$ cat src/hdl/sliding_window_send_limiter_top_macros.svh
// Assertion macros shared by the send limiter RTL.
// Each macro samples on clk and is disabled while rst_n is low.
`ifndef SLIDING_WINDOW_SEND_LIMITER_TOP_MACROS_SVH
`define SLIDING_WINDOW_SEND_LIMITER_TOP_MACROS_SVH

// Plain invariant, checked every cycle.
`define SWSL_ASSERT(label, prop, msg) \
    label: assert property (@(posedge clk) disable iff (!rst_n) (prop)) else $error(msg);

// Same-cycle implication.
`define SWSL_ASSERT_IMPL(label, ante, cons, msg) \
    label: assert property (@(posedge clk) disable iff (!rst_n) (ante) |-> (cons)) \
        else $error(msg);

// Next-cycle implication.
`define SWSL_ASSERT_NEXT(label, ante, cons, msg) \
    label: assert property (@(posedge clk) disable iff (!rst_n) (ante) |=> (cons)) \
        else $error(msg);

`endif

$ cat src/hdl/swsl_pkg.sv
// Shared types and constants of the sliding-window send limiter.
// No dependencies; used by the output buffer and the top level.
package swsl_pkg;

    localparam int LOG_DEPTH = 64;
    localparam int PTR_W     = $clog2(LOG_DEPTH);
    localparam int CNT_W     = $clog2(LOG_DEPTH + 1);
    localparam int TICK_W    = 16;
    localparam int BYTES_W   = 20;
    localparam int DATA_W    = 32;
    localparam int WIN_W     = 14;
    localparam int SUM_W     = DATA_W + CNT_W;
    localparam int CFG_IDX_W = 2;

    localparam logic [WIN_W-1:0]  WINDOW_RESET = 14'd1000;
    localparam logic [DATA_W-1:0] SAT32        = 32'hFFFF_FFFF;

    typedef logic [CFG_IDX_W-1:0] cfg_idx_t;

    localparam cfg_idx_t REG_RATE_LIMIT      = 2'd0;
    localparam cfg_idx_t REG_UNLIMITED_LEVEL = 2'd1;
    localparam cfg_idx_t REG_WINDOW_MS       = 2'd2;

    // One logged send: tick stamp and byte count.
    typedef struct packed {
        logic [TICK_W-1:0] stamp;
        logic [DATA_W-1:0] bytes;
    } entry_t;

    localparam int ENTRY_W = $bits(entry_t);

    // One result word.
    typedef struct packed {
        logic              allow_send;
        logic [DATA_W-1:0] window_bytes;
        logic              log_full;
    } result_t;

endpackage

$ cat src/hdl/swsl_ram.sv
// Generic single-port-write, single-port-read RAM with registered read.
// No dependencies.
module swsl_ram #(
    parameter int WIDTH = 8,
    parameter int DEPTH = 16
) (
    input  logic                     clk,
    input  logic                     we,
    input  logic [$clog2(DEPTH)-1:0] waddr,
    input  logic [WIDTH-1:0]         wdata,
    input  logic [$clog2(DEPTH)-1:0] raddr,
    output logic [WIDTH-1:0]         rdata
);

    logic [WIDTH-1:0] mem [DEPTH];
    logic [WIDTH-1:0] rdata_reg;

    always_ff @(posedge clk)
    begin
        if (we)
        begin
            mem[waddr] <= wdata;
        end
        rdata_reg <= mem[raddr];
    end

    assign rdata = rdata_reg;

endmodule

$ cat src/hdl/swsl_out_buf.sv
// Two-word result buffer between the limiter core and the output channel.
// Depends on swsl_pkg.
module swsl_out_buf (
    input  logic              clk,
    input  logic              rst_n,
    input  logic              in_valid,
    output logic              in_ready,
    input  swsl_pkg::result_t in_res,
    output logic              out_valid,
    input  logic              out_ready,
    output swsl_pkg::result_t out_res
);
    import swsl_pkg::*;

    result_t    slot_reg [2];
    logic       wr_ptr_reg, wr_ptr_next;
    logic       rd_ptr_reg, rd_ptr_next;
    logic [1:0] cnt_reg, cnt_next;
    logic       push, pop;

    assign in_ready  = (cnt_reg != 2'd2);
    assign out_valid = (cnt_reg != 2'd0);
    assign out_res   = slot_reg[rd_ptr_reg];
    assign push      = in_valid && in_ready;
    assign pop       = out_valid && out_ready;

    always_comb
    begin
        wr_ptr_next = push ? ~wr_ptr_reg : wr_ptr_reg;
        rd_ptr_next = pop ? ~rd_ptr_reg : rd_ptr_reg;
        cnt_next    = cnt_reg + {1'b0, push} - {1'b0, pop};
    end

    always_ff @(posedge clk or negedge rst_n)
    begin
        if (!rst_n)
        begin
            wr_ptr_reg <= 1'b0;
            rd_ptr_reg <= 1'b0;
            cnt_reg    <= 2'd0;
        end
        else
        begin
            wr_ptr_reg <= wr_ptr_next;
            rd_ptr_reg <= rd_ptr_next;
            cnt_reg    <= cnt_next;
        end
    end

    always_ff @(posedge clk)
    begin
        if (push)
        begin
            slot_reg[wr_ptr_reg] <= in_res;
        end
    end

endmodule

$ cat src/hdl/sliding_window_send_limiter_top.sv
// Sliding-window transmit rate limiter, top level.
// Depends on swsl_pkg, swsl_ram, swsl_out_buf and the assertion macro header.
//
//  channel  dir  handshake            payload
//  -------  ---  -------------------  -----------------------------------------
//  in       in   in_valid/in_ready    sent_bytes[19:0]
//  out      out  out_valid/out_ready  allow_send, window_bytes[31:0], log_full
//  cfg      in   cfg_valid/cfg_ready  cfg_index[1:0], cfg_data[31:0]
//
// One tick word per cycle while in_ready is high; its result is written into a result buffer slot on acceptance.
// The limiter loop is a read-modify-write over the log RAM: the oldest entry
// is prefetched each cycle at the next head address, with a write forward.
// in_ready drops only when both result buffer slots are full.
// Reset and any register write empty the log; no clearing pass is needed.
// cfg_ready is always high.
`include "sliding_window_send_limiter_top_macros.svh"

module sliding_window_send_limiter_top (
    input  logic                               clk,
    input  logic                               rst_n,
    input  logic                               in_valid,
    output logic                               in_ready,
    input  logic [swsl_pkg::BYTES_W-1:0]       sent_bytes,
    output logic                               out_valid,
    input  logic                               out_ready,
    output logic                               allow_send,
    output logic [swsl_pkg::DATA_W-1:0]        window_bytes,
    output logic                               log_full,
    input  logic                               cfg_valid,
    output logic                               cfg_ready,
    input  swsl_pkg::cfg_idx_t                 cfg_index,
    input  logic [swsl_pkg::DATA_W-1:0]        cfg_data
);
    import swsl_pkg::*;

    // Configuration registers
    logic [DATA_W-1:0] rate_limit_reg;
    logic [DATA_W-1:0] unlimited_level_reg;
    logic [WIN_W-1:0]  window_reg;

    // Log control state
    logic [TICK_W-1:0] tick_reg, tick_next;
    logic [PTR_W-1:0]  head_reg, head_next;
    logic [PTR_W-1:0]  tail_reg, tail_next;
    logic [CNT_W-1:0]  cnt_reg, cnt_next;
    logic [SUM_W-1:0]  sum_reg, sum_next;   // exact total of live entries

    // Newest entry kept in flops so a merge needs no second RAM read
    logic [TICK_W-1:0] newest_time_reg;
    logic [DATA_W-1:0] newest_bytes_reg;

    // Read-during-write forward
    logic              hit_reg;
    entry_t            fwd_data_reg;

    // RAM port signals
    logic              ram_we;
    logic [PTR_W-1:0]  ram_waddr;
    entry_t            ram_wdata;
    logic [ENTRY_W-1:0] ram_rdata;

    // Datapath
    logic              step, cfg_wr, cfg_hit;
    logic              limiting, expire, has_send, merge, append;
    logic [TICK_W-1:0] tick_inc, age;
    entry_t            head_ent;
    logic [CNT_W-1:0]  cnt_after;
    logic [DATA_W:0]   merge_sum;
    logic [DATA_W-1:0] merged_bytes;
    logic [SUM_W-1:0]  add_val, sub_val, sum_new;
    logic [DATA_W-1:0] window_sat;
    logic [PTR_W-1:0]  head_adv, tail_adv, last_idx;
    logic [CNT_W-1:0]  cnt_new;
    result_t           core_res, buf_res;
    logic              buf_ready;

    function automatic logic [PTR_W-1:0] next_slot(input logic [PTR_W-1:0] ptr);
        next_slot = (ptr == PTR_W'(LOG_DEPTH - 1)) ? '0 : ptr + 1'b1;
    endfunction

    assign cfg_ready = 1'b1;
    assign cfg_wr    = cfg_valid && cfg_ready;
    assign cfg_hit   = cfg_wr && ((cfg_index == REG_RATE_LIMIT)
                                 || (cfg_index == REG_UNLIMITED_LEVEL)
                                 || (cfg_index == REG_WINDOW_MS));
    assign in_ready  = buf_ready;
    assign step      = in_valid && buf_ready;

    always_comb
    begin
        tick_inc = tick_reg + 1'b1;
        limiting = (rate_limit_reg < unlimited_level_reg);
        head_ent = hit_reg ? fwd_data_reg : entry_t'(ram_rdata);

        // Expire the oldest entry once its age passes the window
        age       = tick_inc - head_ent.stamp;
        expire    = limiting && (cnt_reg != '0) && (age > TICK_W'(window_reg));
        cnt_after = cnt_reg - CNT_W'(expire);

        has_send = limiting && (sent_bytes != '0);
        merge    = has_send && (cnt_after == CNT_W'(LOG_DEPTH));
        append   = has_send && !merge;

        merge_sum    = {1'b0, newest_bytes_reg} + (DATA_W + 1)'(sent_bytes);
        merged_bytes = merge_sum[DATA_W] ? SAT32 : merge_sum[DATA_W-1:0];

        // Running total: add the new/merged bytes, drop the expired entry
        if (append)
        begin
            add_val = SUM_W'(sent_bytes);
        end
        else if (merge)
        begin
            add_val = SUM_W'(merged_bytes - newest_bytes_reg);
        end
        else
        begin
            add_val = '0;
        end
        sub_val    = expire ? SUM_W'(head_ent.bytes) : '0;
        sum_new    = sum_reg + add_val - sub_val;
        window_sat = (|sum_new[SUM_W-1:DATA_W]) ? SAT32 : sum_new[DATA_W-1:0];

        head_adv = expire ? next_slot(head_reg) : head_reg;
        tail_adv = append ? next_slot(tail_reg) : tail_reg;
        cnt_new  = cnt_after + CNT_W'(append);
        last_idx = (tail_reg == '0) ? PTR_W'(LOG_DEPTH - 1) : tail_reg - 1'b1;

        ram_we    = step && !cfg_hit && (append || merge);
        ram_waddr = append ? tail_reg : last_idx;
        ram_wdata = append ? entry_t'{stamp: tick_inc, bytes: DATA_W'(sent_bytes)}
                           : entry_t'{stamp: newest_time_reg, bytes: merged_bytes};

        core_res.allow_send   = !limiting || (window_sat < rate_limit_reg);
        core_res.window_bytes = window_sat;
        core_res.log_full     = merge;
    end

    // Next-state selection; a register write wins and empties the log
    always_comb
    begin
        tick_next = step ? tick_inc : tick_reg;
        head_next = head_reg;
        tail_next = tail_reg;
        cnt_next  = cnt_reg;
        sum_next  = sum_reg;
        if (cfg_hit)
        begin
            head_next = '0;
            tail_next = '0;
            cnt_next  = '0;
            sum_next  = '0;
        end
        else if (step)
        begin
            head_next = head_adv;
            tail_next = tail_adv;
            cnt_next  = cnt_new;
            sum_next  = sum_new;
        end
    end

    always_ff @(posedge clk or negedge rst_n)
    begin
        if (!rst_n)
        begin
            rate_limit_reg      <= SAT32;
            unlimited_level_reg <= SAT32;
            window_reg          <= WINDOW_RESET;
            tick_reg            <= '0;
            head_reg            <= '0;
            tail_reg            <= '0;
            cnt_reg             <= '0;
            sum_reg             <= '0;
            hit_reg             <= 1'b0;
        end
        else
        begin
            if (cfg_wr)
            begin
                case (cfg_index)
                    REG_RATE_LIMIT:      rate_limit_reg      <= cfg_data;
                    REG_UNLIMITED_LEVEL: unlimited_level_reg <= cfg_data;
                    REG_WINDOW_MS:       window_reg          <= cfg_data[WIN_W-1:0];
                    default:             ;
                endcase
            end
            tick_reg <= tick_next;
            head_reg <= head_next;
            tail_reg <= tail_next;
            cnt_reg  <= cnt_next;
            sum_reg  <= sum_next;
            hit_reg  <= ram_we && (ram_waddr == head_next);
        end
    end

    always_ff @(posedge clk)
    begin
        fwd_data_reg <= ram_wdata;
        if (step && !cfg_hit && append)
        begin
            newest_time_reg  <= tick_inc;
            newest_bytes_reg <= DATA_W'(sent_bytes);
        end
        else if (step && !cfg_hit && merge)
        begin
            newest_bytes_reg <= merged_bytes;
        end
    end

    // Log RAM, read every cycle at the head address of the next cycle
    swsl_ram #(
        .WIDTH (ENTRY_W),
        .DEPTH (LOG_DEPTH)
    ) u_log_ram (
        .clk   (clk),
        .we    (ram_we),
        .waddr (ram_waddr),
        .wdata (ram_wdata),
        .raddr (head_next),
        .rdata (ram_rdata)
    );

    swsl_out_buf u_out_buf (
        .clk       (clk),
        .rst_n     (rst_n),
        .in_valid  (in_valid),
        .in_ready  (buf_ready),
        .in_res    (core_res),
        .out_valid (out_valid),
        .out_ready (out_ready),
        .out_res   (buf_res)
    );

    assign allow_send   = buf_res.allow_send;
    assign window_bytes = buf_res.window_bytes;
    assign log_full     = buf_res.log_full;

    // Checks
    `SWSL_ASSERT(a_cnt_bound, cnt_reg <= CNT_W'(LOG_DEPTH), "log count beyond depth")
    `SWSL_ASSERT_IMPL(a_merge_full, step && merge, cnt_reg == CNT_W'(LOG_DEPTH), "merge, not full")
    `SWSL_ASSERT_IMPL(a_off_empty, !limiting, sum_reg == '0 && cnt_reg == '0, "log not empty")
    `SWSL_ASSERT_NEXT(a_tick_adv, step, tick_reg == $past(tick_inc), "tick did not advance")

endmodule
$ cat config.mk
export PLATFORM = sky130hd
export DESIGN_NAME = sliding_window_send_limiter_top
export DESIGN_NICKNAME = d
export VERILOG_FILES = /design/src/hdl/swsl_pkg.sv /design/src/hdl/swsl_ram.sv /design/src/hdl/swsl_out_buf.sv /design/src/hdl/sliding_window_send_limiter_top.sv
export VERILOG_INCLUDE_DIRS = /design/src /design/src/hdl
export SDC_FILE = /design/constraint.sdc
export NUM_CORES = 2
export LEC_CHECK = 0
export BUFFER_PORTS_ARGS = -buffer_cell sky130_fd_sc_hd__clkbuf_2
export CELL_PAD_IN_SITES_DETAIL_PLACEMENT = 1
export CELL_PAD_IN_SITES_GLOBAL_PLACEMENT = 2
export CORE_MARGIN = 10
export CORE_UTILIZATION = 46
export CTS_BUF_LIST = sky130_fd_sc_hd__clkbuf_2 sky130_fd_sc_hd__clkbuf_4 sky130_fd_sc_hd__clkbuf_8
export DETAILED_ROUTE_END_ITERATION = 7
export PLACE_DENSITY = 0.88
export SLEW_MARGIN = 20
export SYNTH_ARGS = -nofsm -noshare
export SYNTH_HDL_FRONTEND = slang
export SYNTH_HIERARCHICAL = 1
export SYNTH_SLANG_ARGS = --single-unit
$ cat constraint.sdc
create_clock -name clk -period 10.6 [get_ports clk]
set_input_delay 0.53 -clock clk [delete_from_list [all_inputs] [get_ports clk]]
set_output_delay 0.53 -clock clk [all_outputs]
set_load 0.1 [all_outputs]
; ---- Yosys cells after proc, flatten, opt, wreduce, memory -nomap -nowiden
; Memory sizes are Yosys's and may differ from the RTL's. A register that Yosys moved wholly into a read port is not among the register bits.
; Index checks and enable logic that the tools add are counted.
[op_classes]
add_sub_neg = 13
magnitude_cmp = 3
n_eq_ne = 7
n_mux = 27
n_bitwise = 2
n_reduce_logical = 33
[ops]
columns = op, count
row1 = $mux 39, 4
row2 = $mux 32, 3
row3 = $mux 48, 2
row4 = $lt 32x32->1, 2
row5 = $mux 6, 10
row6 = $mux 20, 2
row7 = $add 39x39->39, 1
row8 = $sub 39x32->39, 1
row9 = $add 32x20->33, 1
row10 = $sub 32x32->33, 1
row11 = $reduce_bool 20->1, 1
row12 = $add 16x1->16 const B, 1
row13 = $gt 16x14->1, 1
row14 = $sub 16x16->16, 1
row15 = $mux 7, 2
row16 = $logic_and 1x1->1, 13
row17 = $add 6x1->6 const B, 2
row18 = $eq 6x6->1 const B, 2
row19 = $reduce_and 2->1, 4
row20 = $reduce_bool 2->1, 4
row21 = $add 7x1->7, 1
row22 = $eq 7x7->1 const B, 1
row23 = $reduce_bool 7->1, 1
row24 = $reduce_or 7->1, 1
row25 = 14 further kinds, 23
[word_totals]
ff_bits = 253
mem_bits_rw = 3140
input_bits = 59
output_inout_bits = 37
memories = 2
[mem_list]
columns = name, depth, width, rd, rd_clocked_by_memory_dff, wr, line
row1 = u_log_ram.mem, 64, 48, 1, 1, 1, swsl_ram.sv:15  ; logic [WIDTH-1:0] mem [DEPTH];
row2 = u_out_buf.slot_reg, 2, 34, 1, 0, 1, swsl_out_buf.sv:15  ; result_t slot_reg [2];

; ---- Logic depth before layout (Yosys ltp)
[logic_depth]
ltp_word = 16
ltp_mapped = 63
mapped_depth_nobuf = 58

; ---- Cells and area by module
; The synthesis kept the hierarchy.
[modules_own_cells]
columns = mod, instances, cells_per_inst, area_each_um2, seq_area_each_um2
row1 = swsl_ram, 1, 4970, 117117.3, 93209.4
row2 = sliding_window_send_limiter_top, 1, 2424, 20144.3, 6198.4
row3 = swsl_out_buf, 1, 128, 2678.8, 2142.1

; ---- Worst setup path before layout
; Ideal clock, no wire load.
[synth_path]
path_kind = reg-to-reg
start = register hit_reg
end = memory u_out_buf/slot_reg[0][33] (netlist bit), data pin
arrival_time_ns = 11.300
slack_ns = -0.858
path_stages_with_launch = 56
path_buffers = 8
period_less_slack_ns = 11.458
cell_sequence = dfrtp_1 -> buf_1 -> clkbuf_1 -> mux2i_1 -> fa_1 -> a211oi_1 -> o21ai_0 -> a41oi_1 -> xnor2_1 -> ha_1 -> nor2b_1 -> o21ai_0 -> nand2_1 -> o31ai_1 -> o2111ai_2 -> o21ai_4 -> clkbuf_1 -> inv_1 -> (+20 left out) -> a21oi_1 -> xor2_1 -> nand3_1 -> nor3_2 -> buf_2 -> nand2_1 -> ha_1 -> a21o_1 -> a21o_1 -> a21o_1 -> a21o_1 -> a21o_1 -> a21o_1 -> a21oi_1 -> o21ai_0 -> a21oi_1 -> nor2_1 -> nor3_2
[synth_lines]
columns = element, line
row1 = from (decl), sliding_window_send_limiter_top.sv:53  ; logic hit_reg;
row2 = from (signal assigned), sliding_window_send_limiter_top.sv:193  ; hit_reg <= ram_we && (ram_waddr == head_next);
row3 = to (decl), swsl_out_buf.sv:15

==> flow_summary.json <==
{
  "largest_register_ffs": 3072,
  "cp.depth": 56,
  "syn2layout_area_growth_pct": 15.8,
  "post-route-min-period_ns": 10.70,
  "chipHeight_um": 572,
  "vias": 82578,
  "io_pins": 96,
  "clk-insertion-delay-late_ns": 1.10,
  "synth-edff-count": 3176,
  "clkTransAtPathRegs_ns": 0.06,
  "crit_fanout": 5,
  "post-dp-hpwl_mm": 256,
  "rrSetupSlack_ns": -0.1,
  "cpLargestDelayFamily": "compound AO/OA/AOI/OAI gates",
  "cap_viol_max_count": 0,
  "cts_buffer_depth": 4,
  "grt_util_all_layers_pct": 26.8,
  "hold_class": "in -> reg",
  "ys_seq_area_share_pct": 72.6,
  "die_w_um": 572,
  "firstDrtPassIters": 8,
  "timing.rr.start": "tick_reg[0]",
  "ir_worst_vdd_mv": 0.277,
  "worstHoldStart": "sent_bytes[2]",
  "cts_made_buffers": 547,
  "syn_nets": 7801,
  "drtIter0Drc": 11395,
  "cp_num_buf_inv": 15,
  "hold_ws_ns": 0.0626,
  "r2r_cells": 56,
  "critPathSlowestCell": "or4_4",
  "rsz0062_at_grt": "yes",
  "setup-violations-final": 2,
  "postRouteAntennaNets": 0,
  "synth_warnings": 6,
  "avgSynthCellArea_um2": 18.6,
  "drt-total-wl_mm": 447,
  "nFillCells": 27464,
  "cts_sinks": 3441,
  "cts_tree": "done",
  "crit_end": "u_out_buf/slot_reg[1][33]",
  "worstSetupPathType": "reg -> reg",
  "gp_congestion": 0.857,
  "drive_gt1_share_pct": 31.7,
  "r2r-end": "u_out_buf/slot_reg[1][33]",
  "grt_start_max_net_pins": 121,
  "cp.required_ns": 11.39,
  "die-area_um2": 327000,
  "initial_utilization_pct": 46.2,
  "slew_headroom_pct": 19.7,
  "antenna_found_initial": 31,
  "max_freq_mhz": 93.5,
  "synth-main-ff-cell": "edfxtp_1",
  "wl_per_cell_um": 34.8,
  "layout_commonest_cell": "edfxtp_1",
  "root_buffer": "clkbuf_8",
  "crit_arrival_ns": 11.49,
  "synth_cells": 7522,
  "fp.coreArea_um2": 303000,
  "status": "finished, violations left",
  "setup_ws_ns": -0.0992,
  "yosysUniqueCellTypes": 105,
  "syn_area_um2": 140000,
  "maxSlewViolCount": 0,
  "cp_slowest_stage_delay_ns": 0.45,
  "grt_pass1_wl_mm": 641,
  "grt_pass1_vias": 87426,
  "power.leakage_nw": 53.3,
  "numPortBuffers": 94,
  "cp-end-kind": "flop",
  "final_cell_mix": "edfxtp_1 (3176), mux4_2 (754), clkbuf_8 (585), buf_4 (550), nor2_1 (324)",
  "clock-skew-final_ns": 0.107,
  "tightest_slew_ns": 1.20,
  "p_total_mw": 44.1,
  "layout.nets": 8721,
  "synth_seq_cells": 3441,
  "worst_setup_path_start_kind": "flop",
  "routed_via_density": 6.42,
  "drc_errors": 0,
  "hold_violations": 0,
  "violations": "negative setup slack",
  "post-route-period-util_pct": 101,
  "rows": 202,
  "htreeDepth": 6,
  "power_density_nw_per_um2": 272,
  "critPathLaunch": "tick_reg[0]",
  "crit_top_cell": "buf_4",
  "synthArstFlopShare_pct": 4.56,
  "grt.overflow.total": 0
}
-- power breakdown --
| group | internal [mW] | switching [mW] | total, mW | leakage [nW] |
|---|---|---|---|---|
| clock | 5.87 | 5.55 | 11.4 | 5.57 |
| combinational | 6.14 | 9.26 | 15.4 | 16.3 |
| sequential | 17.0 | 0.306 | 17.3 | 31.4 |
-- metal layers --
metal  global-route usage [%]  vias up  share of wire, %
met4                     13.3       24               5.9
met1                     33.7    42696                35
li1                         -    32303                 -
met3                     6.51     1464                11
met2                     43.8     6091                48
met5                        0        -             0.037
-- how the worst min path moves through the flow --
stage                            to  slack [ns]  cells after the start
5_1_grt         newest_bytes_reg[2]        0.05                      4
3_5_place_dp          window_reg[1]        0.50                      1
2_1_floorplan            cnt_reg[0]        0.23                      0
3_3_place_gp         window_reg[12]        0.49                      1
6_report        newest_bytes_reg[2]        0.06                      4
4_1_cts        newest_bytes_reg[11]       0.006                      4
-- synthesized netlist by cell type (65+ instances only) --
library cell,number,area share (%)
a22o_1,67,0.42
a221oi_1,88,0.55
buf_2,114,0.41
inv_1,246,0.66
nand2_1,337,0.90
buf_4,65,0.35
a21oi_1,268,0.96
nor2_1,412,1.1
dfxtp_1,108,1.5
a22oi_1,73,0.39
o22ai_1,129,0.58
ha_1,185,1.7
o21ai_0,123,0.44
mux2i_1,108,0.77
clkbuf_1,172,0.46
mux4_2,754,12
edfxtp_1,3176,68
dfrtp_1,87,1.6
mux2_2,104,0.84
xnor2_1,71,0.44
dfstp_2,70,1.3
-- what timing repair did --
item / in CTS / in global routing
hold endpoints to repair: 129 / 4
hold buffers: 44 / 1
resized for setup: 115 / 43
pin swaps: 62 / 24
setup buffers: 39 / 9
endpoints found under the setup margin: 2 / 2
gates cloned: 3 / 0
-- final cells by class --
type	instances	area (um^2)	area share (%)
Clock inverter	216	1250	0.771
Timing Repair Buffer	764	6500	4.01
Sequential cell	3441	102000	62.7
Clock buffer	753	9310	5.75
Multi-Input combinational cell	3440	37500	23.1
Inverter	248	931	0.574
Tap cell	3978	4980	3.07
Antenna cell	14	35.0	0.0216
-- worst reg2reg max path, delay by kind of cell (launching register included) --
family | cells | cell delay, ns
flops | 1 | 0.41
buf+inv | 15 | 1.64
simple gates | 13 | 2.24
xor+xnor | 3 | 0.67
fa+ha+maj | 8 | 2.11
compound gates | 17 | 3.51
-- logic make-up (layout without fill, tap and decap cells) --
kind of cell,Yosys count,count (layout),synth area share [%]
DFF,3441,3441,72.6
AOI/OAI and AO/OA,1070,1070,5.23
and+or+nand+nor,1051,1051,3.40
muxes,967,967,13.8
buffers and inverters,641,1981,2.06
adders and majority gates,220,220,2.15
xor gates and xnor gates,131,131,0.836
other,1,15,0.00268
-- stage by stage --
step / TNS (ns) / util, % / cells / setup slack, ns / cell area (um^2)
after floorplan: 0 / - / 7522 / 0.00322 / 140000
after global placement: -1.31 / 49.4 / 11774 / -0.654 / 150000
after detailed placement: -1.54 / 49.4 / 11774 / -0.770 / 150000
after CTS: -0.0494 / 53.4 / 12828 / -0.0247 / 162000
after global routing: -1.23 / 53.5 / 12844 / -0.614 / 162000
final: -0.198 / 53.5 / 12854 / -0.0992 / 162000
No activity file was read; power rests on OpenSTA's default activity.
